`config.mk`:
```
export PLATFORM = sky130hd
export DESIGN_NAME = fifo_queue_with_search
export DESIGN_NICKNAME = d
export VERILOG_FILES = /design/src/design/fqs_pkg.sv /design/src/design/fqs_ram.sv /design/src/design/fifo_queue_with_search.sv
export SDC_FILE = /design/constraint.sdc
export NUM_CORES = 1
export LEC_CHECK = 0
export BUFFER_PORTS_ARGS = -buffer_cell sky130_fd_sc_hd__buf_4
export CAP_MARGIN = 5
export CORE_MARGIN = 2
export CORE_UTILIZATION = 66
export DETAILED_ROUTE_END_ITERATION = 12
export GPL_TIMING_DRIVEN = 0
export HOLD_SLACK_MARGIN = 0.1
export PLACE_DENSITY_LB_ADDON = 0.12
export SYNTH_ARGS = -nofsm -noshare
export SYNTH_HDL_FRONTEND = slang
export SYNTH_SLANG_ARGS = --single-unit
```
`constraint.sdc`:
```
create_clock -name clk -period 12.93 [get_ports clk]
set_input_delay 1.293 -clock clk [delete_from_list [all_inputs] [get_ports clk]]
set_output_delay 1.293 -clock clk [all_outputs]
set_load 0.01 [all_outputs]
```
`src/design/fqs_pkg.sv`:
```
// Shared constants, operation codes and status codes for the searchable FIFO queue.
`default_nettype none

package fqs_pkg;

  localparam int FQS_DEPTH = 16;

  localparam int OP_W     = 3;
  localparam int VALUE_W  = 32;
  localparam int COUNT_W  = 5;
  localparam int STATUS_W = 2;

  localparam logic [OP_W-1:0] OP_ENQUEUE = 3'd0;
  localparam logic [OP_W-1:0] OP_DEQUEUE = 3'd1;
  localparam logic [OP_W-1:0] OP_CLEAR   = 3'd2;
  localparam logic [OP_W-1:0] OP_SEARCH  = 3'd3;
  localparam logic [OP_W-1:0] OP_QUERY   = 3'd4;

  localparam logic [STATUS_W-1:0] ST_DONE  = 2'd0;
  localparam logic [STATUS_W-1:0] ST_FULL  = 2'd1;
  localparam logic [STATUS_W-1:0] ST_EMPTY = 2'd2;

endpackage

`default_nettype wire

```
`src/design/fqs_ram.sv`:
```
// Generic simple dual-port RAM with one write port and one registered read port.
`default_nettype none

module fqs_ram #(
  parameter int WIDTH = 32,
  parameter int DEPTH = 16,
  localparam int AW = (DEPTH > 1) ? $clog2(DEPTH) : 1
) (
  input  wire logic             clk,
  input  wire logic             wr_en,
  input  wire logic [AW-1:0]    wr_addr,
  input  wire logic [WIDTH-1:0] wr_data,
  input  wire logic             rd_en,
  input  wire logic [AW-1:0]    rd_addr,
  output logic      [WIDTH-1:0] rd_data
);

  logic [WIDTH-1:0] mem [DEPTH];

  always_ff @(posedge clk) begin
    if (wr_en) begin
      mem[wr_addr] <= wr_data;
    end
    if (rd_en) begin
      rd_data <= mem[rd_addr];
    end
  end

endmodule

`default_nettype wire

```
`src/design/fifo_queue_with_search.sv`:
```
// Top level of the searchable FIFO queue: pointers, sequencer, compare unit and entry RAM.
//
// A command beat is taken when start is high and busy is low; each command gives exactly
// one result beat, marked by out_valid for one cycle, which the receiver must take.
// Enqueue, clear, query, undefined codes, the full and empty error cases, a search of
// an empty queue and a dequeue that leaves the queue empty are answered straight from
// idle, with the result in the next cycle. A dequeue that leaves entries behind goes
// through the DWAIT state, since the new front entry is read from the entry RAM through
// its registered read port. A search walks the stored entries from oldest to newest
// through that same read port and one shared 32-bit comparator, one entry per cycle,
// and stops at the first match or at the newest entry. busy stays high while a dequeue or a search runs.
// The count output is the occupancy masked to five bits.
`default_nettype none

module fifo_queue_with_search
  import fqs_pkg::*;
#(
  parameter int DEPTH = FQS_DEPTH
) (
  input  wire logic                       clk,
  input  wire logic                       rst_n,
  input  wire logic                       start,
  output logic                            busy,
  input  wire logic        [OP_W-1:0]     in_operation,
  input  wire logic signed [VALUE_W-1:0]  in_value,
  output logic                            out_valid,
  output logic                            out_is_empty,
  output logic             [COUNT_W-1:0]  out_count,
  output logic signed      [VALUE_W-1:0]  out_front_value,
  output logic signed      [VALUE_W-1:0]  out_rear_value,
  output logic                            out_found,
  output logic             [STATUS_W-1:0] out_status
);

  localparam int PTR_W = $clog2(DEPTH);
  localparam int OCC_W = $clog2(DEPTH + 1);
  localparam logic [PTR_W-1:0] PTR_LAST = PTR_W'(DEPTH - 1);
  localparam logic [OCC_W-1:0] OCC_FULL = OCC_W'(DEPTH);
  localparam logic [OCC_W-1:0] OCC_ONE  = OCC_W'(1);

  localparam logic [1:0] S_IDLE  = 2'd0;
  localparam logic [1:0] S_DWAIT = 2'd1;
  localparam logic [1:0] S_SCMP  = 2'd2;

  logic [1:0]         state_r, state_nxt;
  logic [PTR_W-1:0]   head_r, head_nxt;
  logic [PTR_W-1:0]   tail_r, tail_nxt;
  logic [OCC_W-1:0]   occ_r, occ_nxt;
  logic [PTR_W-1:0]   srch_ptr_r, srch_ptr_nxt;
  logic [OCC_W-1:0]   srch_cnt_r, srch_cnt_nxt;
  logic [VALUE_W-1:0] key_r, key_nxt;
  logic [VALUE_W-1:0] front_r, front_nxt;
  logic [VALUE_W-1:0] rear_r, rear_nxt;
  logic               out_valid_r, out_valid_nxt;
  logic               found_r, found_nxt;
  logic [STATUS_W-1:0] status_r, status_nxt;

  logic               accept;
  logic               is_full;
  logic               is_zero;
  logic [PTR_W-1:0]   head_inc;
  logic [PTR_W-1:0]   tail_inc;
  logic [PTR_W-1:0]   srch_inc;
  logic               ram_we;
  logic               ram_re;
  logic [PTR_W-1:0]   ram_raddr;
  logic [VALUE_W-1:0] ram_rdata;
  logic               key_match;
  logic               srch_last;
  logic [OCC_W+COUNT_W-1:0] count_ext;

  assign accept   = start && (state_r == S_IDLE);
  assign is_full  = (occ_r == OCC_FULL);
  assign is_zero  = (occ_r == '0);
  assign head_inc = (head_r == PTR_LAST) ? '0 : head_r + PTR_W'(1);
  assign tail_inc = (tail_r == PTR_LAST) ? '0 : tail_r + PTR_W'(1);
  assign srch_inc = (srch_ptr_r == PTR_LAST) ? '0 : srch_ptr_r + PTR_W'(1);

  assign key_match = (ram_rdata == key_r);
  assign srch_last = (srch_cnt_r == (occ_r - OCC_ONE));

  assign ram_we    = accept && (in_operation == OP_ENQUEUE) && !is_full;
  assign ram_re    = 1'b1;
  assign ram_raddr = (state_r == S_IDLE) ?
                     ((in_operation == OP_DEQUEUE) ? head_inc : head_r) : srch_inc;

  fqs_ram #(
    .WIDTH (VALUE_W),
    .DEPTH (DEPTH)
  ) u_store (
    .clk     (clk),
    .wr_en   (ram_we),
    .wr_addr (tail_r),
    .wr_data (in_value),
    .rd_en   (ram_re),
    .rd_addr (ram_raddr),
    .rd_data (ram_rdata)
  );

  always_comb begin
    state_nxt     = state_r;
    head_nxt      = head_r;
    tail_nxt      = tail_r;
    occ_nxt       = occ_r;
    srch_ptr_nxt  = srch_ptr_r;
    srch_cnt_nxt  = srch_cnt_r;
    key_nxt       = key_r;
    front_nxt     = front_r;
    rear_nxt      = rear_r;
    out_valid_nxt = 1'b0;
    found_nxt     = found_r;
    status_nxt    = status_r;
    unique case (state_r)
      S_IDLE: begin
        if (start) begin
          found_nxt  = 1'b0;
          status_nxt = ST_DONE;
          priority if (in_operation == OP_ENQUEUE) begin
            out_valid_nxt = 1'b1;
            if (is_full) begin
              status_nxt = ST_FULL;
            end else begin
              tail_nxt = tail_inc;
              occ_nxt  = occ_r + OCC_ONE;
              rear_nxt = in_value;
              if (is_zero) begin
                front_nxt = in_value;
              end
            end
          end else if (in_operation == OP_DEQUEUE) begin
            if (is_zero) begin
              out_valid_nxt = 1'b1;
              status_nxt    = ST_EMPTY;
            end else begin
              head_nxt = head_inc;
              occ_nxt  = occ_r - OCC_ONE;
              if (occ_r == OCC_ONE) begin
                out_valid_nxt = 1'b1;
              end else begin
                state_nxt = S_DWAIT;
              end
            end
          end else if (in_operation == OP_CLEAR) begin
            out_valid_nxt = 1'b1;
            head_nxt      = '0;
            tail_nxt      = '0;
            occ_nxt       = '0;
          end else if (in_operation == OP_SEARCH) begin
            if (is_zero) begin
              out_valid_nxt = 1'b1;
            end else begin
              key_nxt      = in_value;
              srch_ptr_nxt = head_r;
              srch_cnt_nxt = '0;
              state_nxt    = S_SCMP;
            end
          end else begin
            out_valid_nxt = 1'b1;
          end
        end
      end
      S_DWAIT: begin
        front_nxt     = ram_rdata;
        out_valid_nxt = 1'b1;
        state_nxt     = S_IDLE;
      end
      S_SCMP: begin
        if (key_match || srch_last) begin
          found_nxt     = key_match;
          out_valid_nxt = 1'b1;
          state_nxt     = S_IDLE;
        end else begin
          srch_ptr_nxt = srch_inc;
          srch_cnt_nxt = srch_cnt_r + OCC_ONE;
        end
      end
      default: begin
        state_nxt = S_IDLE;
      end
    endcase
  end

  always_ff @(posedge clk) begin
    if (!rst_n) begin
      state_r     <= S_IDLE;
      head_r      <= '0;
      tail_r      <= '0;
      occ_r       <= '0;
      out_valid_r <= 1'b0;
    end else begin
      state_r     <= state_nxt;
      head_r      <= head_nxt;
      tail_r      <= tail_nxt;
      occ_r       <= occ_nxt;
      out_valid_r <= out_valid_nxt;
    end
  end

  always_ff @(posedge clk) begin
    srch_ptr_r <= srch_ptr_nxt;
    srch_cnt_r <= srch_cnt_nxt;
    key_r      <= key_nxt;
    front_r    <= front_nxt;
    rear_r     <= rear_nxt;
    found_r    <= found_nxt;
    status_r   <= status_nxt;
  end

  assign count_ext = {{COUNT_W{1'b0}}, occ_r};

  assign busy            = (state_r != S_IDLE);
  assign out_valid       = out_valid_r;
  assign out_is_empty    = is_zero;
  assign out_count       = count_ext[COUNT_W-1:0];
  assign out_front_value = is_zero ? '0 : signed'(front_r);
  assign out_rear_value  = is_zero ? '0 : signed'(rear_r);
  assign out_found       = found_r;
  assign out_status      = status_r;

  a_occ_bound: assert property (@(posedge clk) disable iff (!rst_n)
    occ_r <= OCC_FULL)
    else $error("occupancy exceeds queue depth");

  a_cmd_answered: assert property (@(posedge clk) disable iff (!rst_n)
    accept |=> (out_valid_r || busy))
    else $error("accepted command neither answered nor in progress");

  a_search_in_range: assert property (@(posedge clk) disable iff (!rst_n)
    (state_r == S_SCMP) |-> (srch_cnt_r < occ_r))
    else $error("search walked past the stored entries");

  a_enq_count: assert property (@(posedge clk) disable iff (!rst_n)
    (accept && (in_operation == OP_ENQUEUE) && !is_full) |=>
      (occ_r == $past(occ_r) + OCC_ONE))
    else $error("enqueue did not raise occupancy by one");

  a_busy_no_strobe: assert property (@(posedge clk) disable iff (!rst_n)
    (state_r == S_SCMP) |-> !out_valid_r || $past(state_r) == S_IDLE)
    else $error("result strobe during a running search");

endmodule

`default_nettype wire

```
After elaboration in Yosys (flattened, before gate mapping):

Memory sizes are Yosys's and may differ from the RTL's. A register that Yosys moved wholly into a read port is not among the register bits.
Cells that the tools add are included.

* bits in registers: 124
* memory bits (writable): 512
* input bits: 38
* output and inout bits: 75
* logic and storage cells: 148
* memories kept: 1

* add/sub/neg operators: 6
* equal/unequal tests: 32
* muxes and demuxes: 68
* bitwise gates (word level): 5
* reduce and logical (&&, ||, !) cells: 24

Memories
* u_store.mem: words 16, bits a word 32, read ports 1, clocked after memory_dff 1, write ports 1, RTL line fqs_ram.sv:18 `logic [WIDTH-1:0] mem [DEPTH];`

Operators by type and width (count)
* $mux W32: 6
* $mux W4: 18
* $pmux W32 S2: 1
* $mux W5: 12
* $eq A32 B32 Y1: 1
* $mux W2: 12
* $ne A2 B2 Y1 const B: 12
* $reduce_and A5 Y1: 4
* $reduce_and A8 Y1: 2
* $mux W1: 14
* $add A4 B1 Y4 const B: 3
* $eq A4 B4 Y1 const B: 3
* $ne A3 B3 Y1 const B: 4
* $add A5 B1 Y5 const B: 2
* $pmux W5 S2: 1
* $reduce_bool A2 Y1: 5
* $pmux W4 S2: 1
* $reduce_and A7 Y1: 1
* $eq A3 B2 Y1 const B: 2
* $eq A5 B1 Y1 const B: 1
* $eq A5 B5 Y1: 1
* $eq A5 B5 Y1 const B: 1
* $logic_not A5 Y1: 1
* $not A1 Y1: 5
* 19 further kinds: 22

Logic depth before layout (Yosys ltp):

Gate-level depths: netlist (run 1).

* depth after elaboration: 8
* mapped depth: 10

Hierarchy:

A second synthesis (run 1) with hierarchy kept.

* cells, all modules: 1299
* area total of the unflattened synthesis: 26097.5 um^2

By module, submodules not included
* fqs_ram: times used 1, cells each 838, area each 20155.6 um^2, sequential area each 16335.7 um^2
* fifo_queue_with_search: times used 1, cells each 461, area each 5941.9 um^2, sequential area each 3563.4 um^2

Worst setup path after synthesis (run 1):

OpenSTA, ideal clock, no wires.

* path type: input -> register
* from: in in_operation[1]
* to: mem u_store.mem[0][0] (enable)
* setup time: 0.502 ns
* arrival: 5.359 ns
* required time: 12.428 ns
* slack: 7.069 ns
* stages on the path: 6
* path buffers: 2
* cell sequence: buf_2 or2_2 clkbuf_1 nor2_1 nand3_1 nor4_1

* word-level cells in the longest chain between the ends: 5

Ends and longest elaborated chain
* from (decl): RTL line fifo_queue_with_search.sv:24 `input wire logic [OP_W-1:0] in_operation,`
* $logic_not A3 Y1: RTL line fifo_queue_with_search.sv:82 `assign ram_we = accept && (in_operation == OP_ENQUEUE) && !is_full;`
* $logic_and A1 B1 Y1 (2 in series): RTL line fifo_queue_with_search.sv:82
* $mux W1: RTL line fqs_ram.sv:21 `if (wr_en) begin`
* $mux W1 (not written as such): RTL line fqs_ram.sv:22 `mem[wr_addr] <= wr_data;`
* to (decl): RTL line fqs_ram.sv:18

No other way between the ends.

Final worst setup path (run 1):

* from: reg occ_r[0] (netlist: out_count[0])
* to: out out_rear_value[12]

* word-level cells in the longest chain between the ends: 2

Ends and longest elaborated chain
* from (decl): RTL line fifo_queue_with_search.sv:48 `logic [OCC_W-1:0] occ_r, occ_nxt;`
* from (signal assigned): RTL line fifo_queue_with_search.sv:194 `occ_r <= occ_nxt;`
* $logic_not A5 Y1: RTL line fifo_queue_with_search.sv:74 `assign is_zero = (occ_r == '0);`
* $mux W32: RTL line fifo_queue_with_search.sv:216 `assign out_rear_value = is_zero ? '0 : signed'(rear_r);`
* to (decl): RTL line fifo_queue_with_search.sv:30 `output logic signed [VALUE_W-1:0] out_rear_value,`

No other way between the ends.

==> impl_metrics.tcl, run 1 <==
set metrics [dict create \
    drtIter0Drc 2853 \
    final-setup-viol-count 0 \
    cell_depth_of_the_worst_min_delay_path 2 \
    yosys_register_bits 668 \
    critical_path.max_fanout 10 \
    cts_inserted_buffers 67 \
    wl_mm 78.3 \
    netlist_area_um2 27100 \
    ir_worst_vdd_mv 0.113 \
    routed-via-count 18623 \
    cts_setup_buffers 0 \
    dp_hpwl_mm 50.0 \
    layout.nets 2178 \
    hold_path_startpoint "head_r[3]$_SDFFE_PN0P_" \
    detail_route.vias_per_cell 6.86 \
    placementRows 74 \
    worst-path-buf-inv 7 \
    die-area_um2 42700 \
    yosys_most_used_dff "sky130_fd_sc_hd__edfxtp_1" \
    timing.critical_path.slowest_cell_delay_ns 0.80 \
    root_buffer "sky130_fd_sc_hd__clkbuf_16" \
    ys_types 66 \
    clock_path_buffers 3 \
    drtPass1Iterations 5 \
    power.total_mw 4.47 \
    max_clock_freq_ghz 0.192 \
    worstSetupPathDepth 10 \
    setup.worst_path.end_class "output port" \
    timing.rr.start "out_count[0]$_SDFFE_PN0P_" \
    cp_slowest_cell "sky130_fd_sc_hd__clkbuf_1" \
    num_antenna_cells 0 \
    first_pass_grt_wire_length_mm 113 \
    start_kind "flip-flop" \
    synth_enable_flop_cells 620 \
    worst_hold_path_type "reg -> reg" \
    cts_sinks 668 \
    layout_worst_path_cycle_share_pct 40.3 \
    placeableCoreArea_um2 40600 \
    power_density_relative_to_cell_area_nw_per_um2 143 \
    worst-r2r-setup-slack_ns 8.48 \
    pin_count 113 \
    critical_path_required_ns 11.64 \
    critical_path_arrival_ns 3.92 \
    global_route.overflow_total 0 \
    maxcap_viol_count 0 \
    cts-hold-fix-buffers 0 \
    detail_route.drc_violations 0 \
    syn_to_final_growth_pct 15.2 \
    grt_setup_unrepaired "false" \
    floorplan.initialDensity_pct 66.7 \
    netlist.area_leader.share_pct 68.7 \
    power.static_leakage_nw 10.2 \
    die_y_um 207 \
    min_delay_worst_endpoint "head_r[3]$_SDFFE_PN0P_" \
    mappedNetlistNets 1969 \
    asyncSetResetFlopFracSynth_pct 0 \
    synth_area_leader_cell "sky130_fd_sc_hd__edfxtp_1" \
    die_w_um 207 \
    port_buffers 112 \
    synth_sequential_area_ratio_pct 72.2 \
    kind_of_cell_with_the_highest_combined_delay_on_the_critical_path "buffers and inverters" \
    synth_warnings 0 \
    run_status "complete, no violations" \
    proportion_of_layout_cells_with_a_drive_suffix_above_1_pct 16.0 \
    antenna_found_initial 1 \
    final_antenna_net_count 0 \
    largest_net_degree_at_the_start_of_global_routing 33 \
    fin_worst_skew_ns 0.0194 \
    avgSynthCellArea_um2 14.1 \
    clk_transition_reported_paths_ns 0.06 \
    minimum_clock_period_after_layout_ns 5.21 \
    synth_commonest_cells "sky130_fd_sc_hd__edfxtp_1, sky130_fd_sc_hd__nand3_1, sky130_fd_sc_hd__nand2_1, sky130_fd_sc_hd__o21ai_0, sky130_fd_sc_hd__clkbuf_1" \
    critical_path.most_common_cell "sky130_fd_sc_hd__clkbuf_1" \
    post_cts_resize_count 0 \
    worst_skew_pair.late_latency_ns 0.59 \
    groute.usage.overall_pct 37.0 \
    slew_headroom_pct 30.1 \
    h-tree-depth 3 \
    worst_pin_slew_ns 1.05 \
    post_synth_main_area_contributors "sky130_fd_sc_hd__edfxtp_1, sky130_fd_sc_hd__nand3_1, sky130_fd_sc_hd__dfxtp_1" \
    r2r_end "front_r[7]$_DFFE_PP_" \
    final_core_utilization_pct 76.8 \
    timing.setup.tns_ns 0 \
    route.detailed.wl_per_inst_um 28.8 \
    first_global_vias 18013 \
    report.final.hold_viol_count 0 \
    worst_r2r_path_cells 11 \
    tritoncts "built" \
    report.final.slew_viol_count 0 \
    timing.setup.critical_path_class "reg -> out" \
    finalWeightedCongestion 0.910 \
    synth_cells 1921 \
    worst_path_cell_chain "clkbuf_1 > inv_1 > ha_1 > clkbuf_1 > nor4b_2 > buf_4 > clkbuf_1 > clkbuf_1 > nor2b_1 > buf_4" \
    final.setup.worst_slack_ns 7.72 \
    dpl_worst_slack_ns 8.38 \
    synth.most_common_cell "sky130_fd_sc_hd__edfxtp_1" \
]
==> worst min-delay path: cells and delay by family, from the launching register on <==
kind,cells,cell delay [ns]
flops,1,0.34
compound gates,2,0.15
==> flip-flops by register name (all words and copies together) (netlist names) <==
signal / count
out_count: 5
out_found: 1
out_status: 2
u_store.rd_data: 32
srch_cnt_r: 5
state_r: 2
head_r: 4
srch_ptr_r: 4
rear_r: 32
out_valid: 1
u_store.mem: 512
front_r: 32
key_r: 32
tail_r: 4
==> cells in the final DEF (no fill, tap or decap), types with 9 or more instances in the layout <==
cell type                   instances
sky130_fd_sc_hd__edfxtp_1         620
sky130_fd_sc_hd__nand3_1          257
sky130_fd_sc_hd__nand2_1          170
sky130_fd_sc_hd__o21ai_0          137
sky130_fd_sc_hd__buf_4            123
sky130_fd_sc_hd__clkbuf_1         110
sky130_fd_sc_hd__nor2b_1           76
sky130_fd_sc_hd__a21oi_1           72
sky130_fd_sc_hd__clkbuf_16         71
sky130_fd_sc_hd__dfxtp_1           48
sky130_fd_sc_hd__xor2_1            40
sky130_fd_sc_hd__mux2i_1           36
sky130_fd_sc_hd__mux2_2            35
sky130_fd_sc_hd__buf_2             33
sky130_fd_sc_hd__a311oi_1          33
sky130_fd_sc_hd__a221oi_1          31
sky130_fd_sc_hd__a32o_1            31
sky130_fd_sc_hd__a311o_1           31
sky130_fd_sc_hd__nor2_1            20
sky130_fd_sc_hd__buf_6             17
sky130_fd_sc_hd__clkinv_2          12
sky130_fd_sc_hd__buf_1             11
sky130_fd_sc_hd__inv_1             11
sky130_fd_sc_hd__ha_1              10
sky130_fd_sc_hd__nor4_1             9
==> where the power goes <==
group          switching, mW  leakage [nW]  internal, mW
logic                  0.128          3.19        0.0581
clock network          0.803          1.05          1.10
registers            0.00952          5.98          2.37
total                  0.941          10.2          3.53
==> cell type report <==
class,count,area (µm²)
Fill cell,2377,9420
Tap cell,532,666
Buffer,145,679
Inverter,13,48.8
Clock buffer,99,1940
Sequential cell,668,19600
Clock inverter,21,178
Multi-Input combinational cell,1095,6870
Timing Repair Buffer,140,1260
==> worst max-delay path by stage <==
stage | startpoint | to | slack (ns)
2_1_floorplan | in_operation[1] | u_store.mem[0][0]$_DFFE_PP_ | 7.07
3_3_place_gp | in_operation[1] | u_store.mem[2][17]$_DFFE_PP_ | 3.98
3_5_place_dp | in_operation[1] | u_store.mem[0][16]$_DFFE_PP_ | 8.38
4_1_cts | out_count[0]$_SDFFE_PN0P_ | out_rear_value[12] | 7.76
5_1_grt | out_count[0]$_SDFFE_PN0P_ | out_rear_value[4] | 7.48
6_report | out_count[0]$_SDFFE_PN0P_ | out_rear_value[12] | 7.72
==> routing by layer <==
metal | vias to the layer above | global-route usage, % | wire length [µm]
li1 | 7814 | - | -
met5 | - | 0 | 13
met4 | 2 | 20.7 | 4590
met1 | 9135 | 47.7 | 27700
met2 | 1393 | 58.0 | 36200
met3 | 279 | 9.23 | 9780
==> cell families (layout without fill, tap and decap cells) <==
| group | Yosys count | in the layout | share of synthesized area [%] |
|---|---|---|---|
| AOI/OAI and AO/OA | 370 | 370 | 9.32 |
| and+or+nand+nor | 598 | 598 | 11.0 |
| muxes | 71 | 71 | 2.78 |
| buffers and inverters | 158 | 418 | 2.69 |
| xor gates and xnor gates | 46 | 46 | 1.49 |
| adders and majority gates | 10 | 10 | 0.462 |
| DFF | 668 | 668 | 72.2 |
==> through the flow <==
step,hold slack (ns),area (µm²),cells
CTS,0.540,31200,2713
detailed placement,0.529,29100,2593
global placement,0.502,28600,2565
finish,0.542,31200,2713
global route,0.564,31200,2713
floorplan,0.487,27100,1921
(Power assumes the default switching activity.)
==> inputs of run 2 (changes only) <==
CORE_UTILIZATION = 55   (was 66)
clock period = 4.69 ns   (was 12.93 ns; I/O delays follow)
==> impl_metrics.tcl, run 2 (synthesis results as in run 1) <==
set metrics [dict create \
    report.final.slew_viol_count 0 \
    port_buffers 112 \
    floorplan.initialDensity_pct 55.6 \
    drtIter0Drc 2290 \
    routed-via-count 17930 \
    cts_setup_buffers 0 \
    dp_hpwl_mm 51.4 \
    cts_inserted_buffers 68 \
    power.total_mw 12.4 \
    proportion_of_layout_cells_with_a_drive_suffix_above_1_pct 16.2 \
    timing.setup.tns_ns 0 \
    hold_ws_ns 0.173 \
    cp_slowest_cell "sky130_fd_sc_hd__nor4b_2" \
    route.detailed.wl_per_inst_um 27.3 \
    drtPass1Iterations 8 \
    die_y_um 226 \
    tritoncts "built" \
    power.static_leakage_nw 10.3 \
    layout_common_cells "sky130_fd_sc_hd__edfxtp_1, sky130_fd_sc_hd__nand3_1, sky130_fd_sc_hd__nand2_1, sky130_fd_sc_hd__o21ai_0, sky130_fd_sc_hd__buf_4" \
    max_clock_freq_ghz 0.239 \
    start_kind "flip-flop" \
    minimum_clock_period_after_layout_ns 4.18 \
    first_pass_grt_wire_length_mm 113 \
    timing.setup.critical_path_class "reg -> out" \
    grt_setup_unrepaired "false" \
    groute.usage.overall_pct 30.8 \
    worst_path_cell_chain "clkbuf_1 > inv_1 > ha_1 > clkbuf_1 > nor4b_2 > clkbuf_2 > clkbuf_1 > nor2b_1 > buf_4" \
    cts_sinks 668 \
    first_global_vias 17416 \
    die-area_um2 51100 \
    slew_headroom_pct 32.1 \
    placementRows 81 \
    fin_worst_skew_ns 0.0154 \
    layout.nets 2182 \
    cell_depth_of_the_worst_min_delay_path 2 \
    placeableCoreArea_um2 48700 \
    pin_count 113 \
    run_status "complete, no violations" \
    critical_path.max_fanout 10 \
    syn_to_final_growth_pct 16.0 \
    final_antenna_net_count 0 \
    h-tree-depth 3 \
    finalWeightedCongestion 0.863 \
    report.final.hold_viol_count 0 \
    detail_route.vias_per_cell 6.30 \
    final.setup.worst_slack_ns 0.513 \
    fillerInstances 3492 \
    power_density_relative_to_cell_area_nw_per_um2 395 \
    root_buffer "sky130_fd_sc_hd__clkbuf_16" \
    global_route.overflow_total 0 \
    clk_transition_reported_paths_ns 0.06 \
    num_antenna_cells 0 \
    timing.rr.start "out_count[0]$_SDFFE_PN0P_" \
    critical_path.most_common_cell "sky130_fd_sc_hd__clkbuf_1" \
    hold_path_startpoint "rst_n" \
    antenna_found_initial 0 \
    largest_net_degree_at_the_start_of_global_routing 33 \
    worst_hold_path_type "in -> reg" \
    worst_pin_slew_ns 1.02 \
    worst-path-buf-inv 6 \
    critical_path_arrival_ns 3.71 \
    final_common_cell "sky130_fd_sc_hd__edfxtp_1" \
    min_delay_worst_endpoint "head_r[2]$_SDFFE_PN0P_" \
    critical_path_required_ns 4.22 \
    die_w_um 226 \
    final-setup-viol-count 0 \
    worst-r2r-setup-slack_ns 0.58 \
    worst_r2r_path_cells 10 \
    largest_reg_flops 512 \
    timing.critical_path.slowest_cell_delay_ns 0.70 \
    layout_worst_path_cycle_share_pct 89.1 \
    r2r_end "front_r[12]$_DFFE_PP_" \
    kind_of_cell_with_the_highest_combined_delay_on_the_critical_path "buffers and inverters" \
    clock_path_buffers 3 \
    setup.worst_path.end_class "output port" \
    detail_route.drc_violations 0 \
    wl_mm 77.8 \
    register_with_the_most_flip_flops "u_store.mem" \
    dpl_worst_slack_ns 0.337 \
    maxcap_viol_count 0 \
    worst_skew_pair.late_latency_ns 0.61 \
    ir_worst_vdd_mv 0.232 \
]
## run 2: cell count changes in the layout (fill, tap and decap cells not counted), sizes merged
cell,previous run,this run
clkbuf,187,178
inv,14,13
buf,197,200
clkinv,17,25
bufinv,3,5
## run 2: worst reg2reg max path: stages, from the launching register on
cell and delay, ns:
sky130_fd_sc_hd__dfxtp_1 0.35, sky130_fd_sc_hd__clkbuf_1 0.20, sky130_fd_sc_hd__inv_1 0.09, sky130_fd_sc_hd__ha_1 0.14, sky130_fd_sc_hd__clkbuf_1 0.29, sky130_fd_sc_hd__nor4b_2 0.70
sky130_fd_sc_hd__clkbuf_2 0.54, sky130_fd_sc_hd__clkbuf_1 0.44, sky130_fd_sc_hd__a31oi_1 0.21, sky130_fd_sc_hd__nor2_4 0.53, sky130_fd_sc_hd__buf_12 0.26
## run 2: what timing repair did
item                                    in CTS  in global routing
endpoints found under the setup margin       0                 10
hold buffers                                 0                  0
gates resized for setup                      0                  4
## run 2: power breakdown
part / total [mW] / switching, mW / internal, mW
logic: 0.511 / 0.351 / 0.160
registers: 6.57 / 0.0250 / 6.55
clock network: 5.35 / 2.23 / 3.12
## run 2: area by class of cell
cell class	instances	area (µm²)	area share [%]
sequential	668	19600	62.3
multi-input combinational	1095	6870	21.8
clock buffer	90	1900	6.04
timing repair buffer	143	1280	4.07
tap	664	831	2.64
buffer	145	681	2.16
clock inverter	30	260	0.828
inverter	13	48.8	0.155
## run 2: worst max-delay path by stage
stage,start,to,slack [ns],depth (start not counted)
final,out_count[0]$_SDFFE_PN0P_,out_rear_value[10],0.51,9
after CTS,out_count[0]$_SDFFE_PN0P_,out_rear_value[10],0.14,9
after global placement,out_count[0]$_SDFFE_PN0P_,front_r[16]$_DFFE_PP_,-3.58,9
after global routing,out_count[0]$_SDFFE_PN0P_,out_rear_value[11],0.28,9
after detailed placement,out_count[0]$_SDFFE_PN0P_,front_r[16]$_DFFE_PP_,0.34,10
after floorplan,in_operation[1],u_store.mem[0][0]$_DFFE_PP_,-0.35,6
## run 2: per-layer routing
metal / track usage, % / wire length (µm) / vias up / part of all wire [%]
met2: 48.2 / 36200 / 1001 / 47
met5: 0 / 0 / - / 0
met1: 41.9 / 30400 / 8930 / 39
met4: 13.6 / 3240 / 0 / 4.2
li1: - / - / 7805 / -
met3: 6.67 / 7890 / 194 / 10
## run 2: through the flow
| step | utilization [%] | std cells | instance area, µm² |
|---|---|---|---|
| finish | 64.5 | 2848 | 31400 |
| global route | 64.5 | 2848 | 31400 |
| CTS | 64.5 | 2848 | 31400 |
| detailed placement | 60.1 | 2728 | 29300 |
| global placement | 59.0 | 2697 | 28800 |
| floorplan | - | 1921 | 27100 |
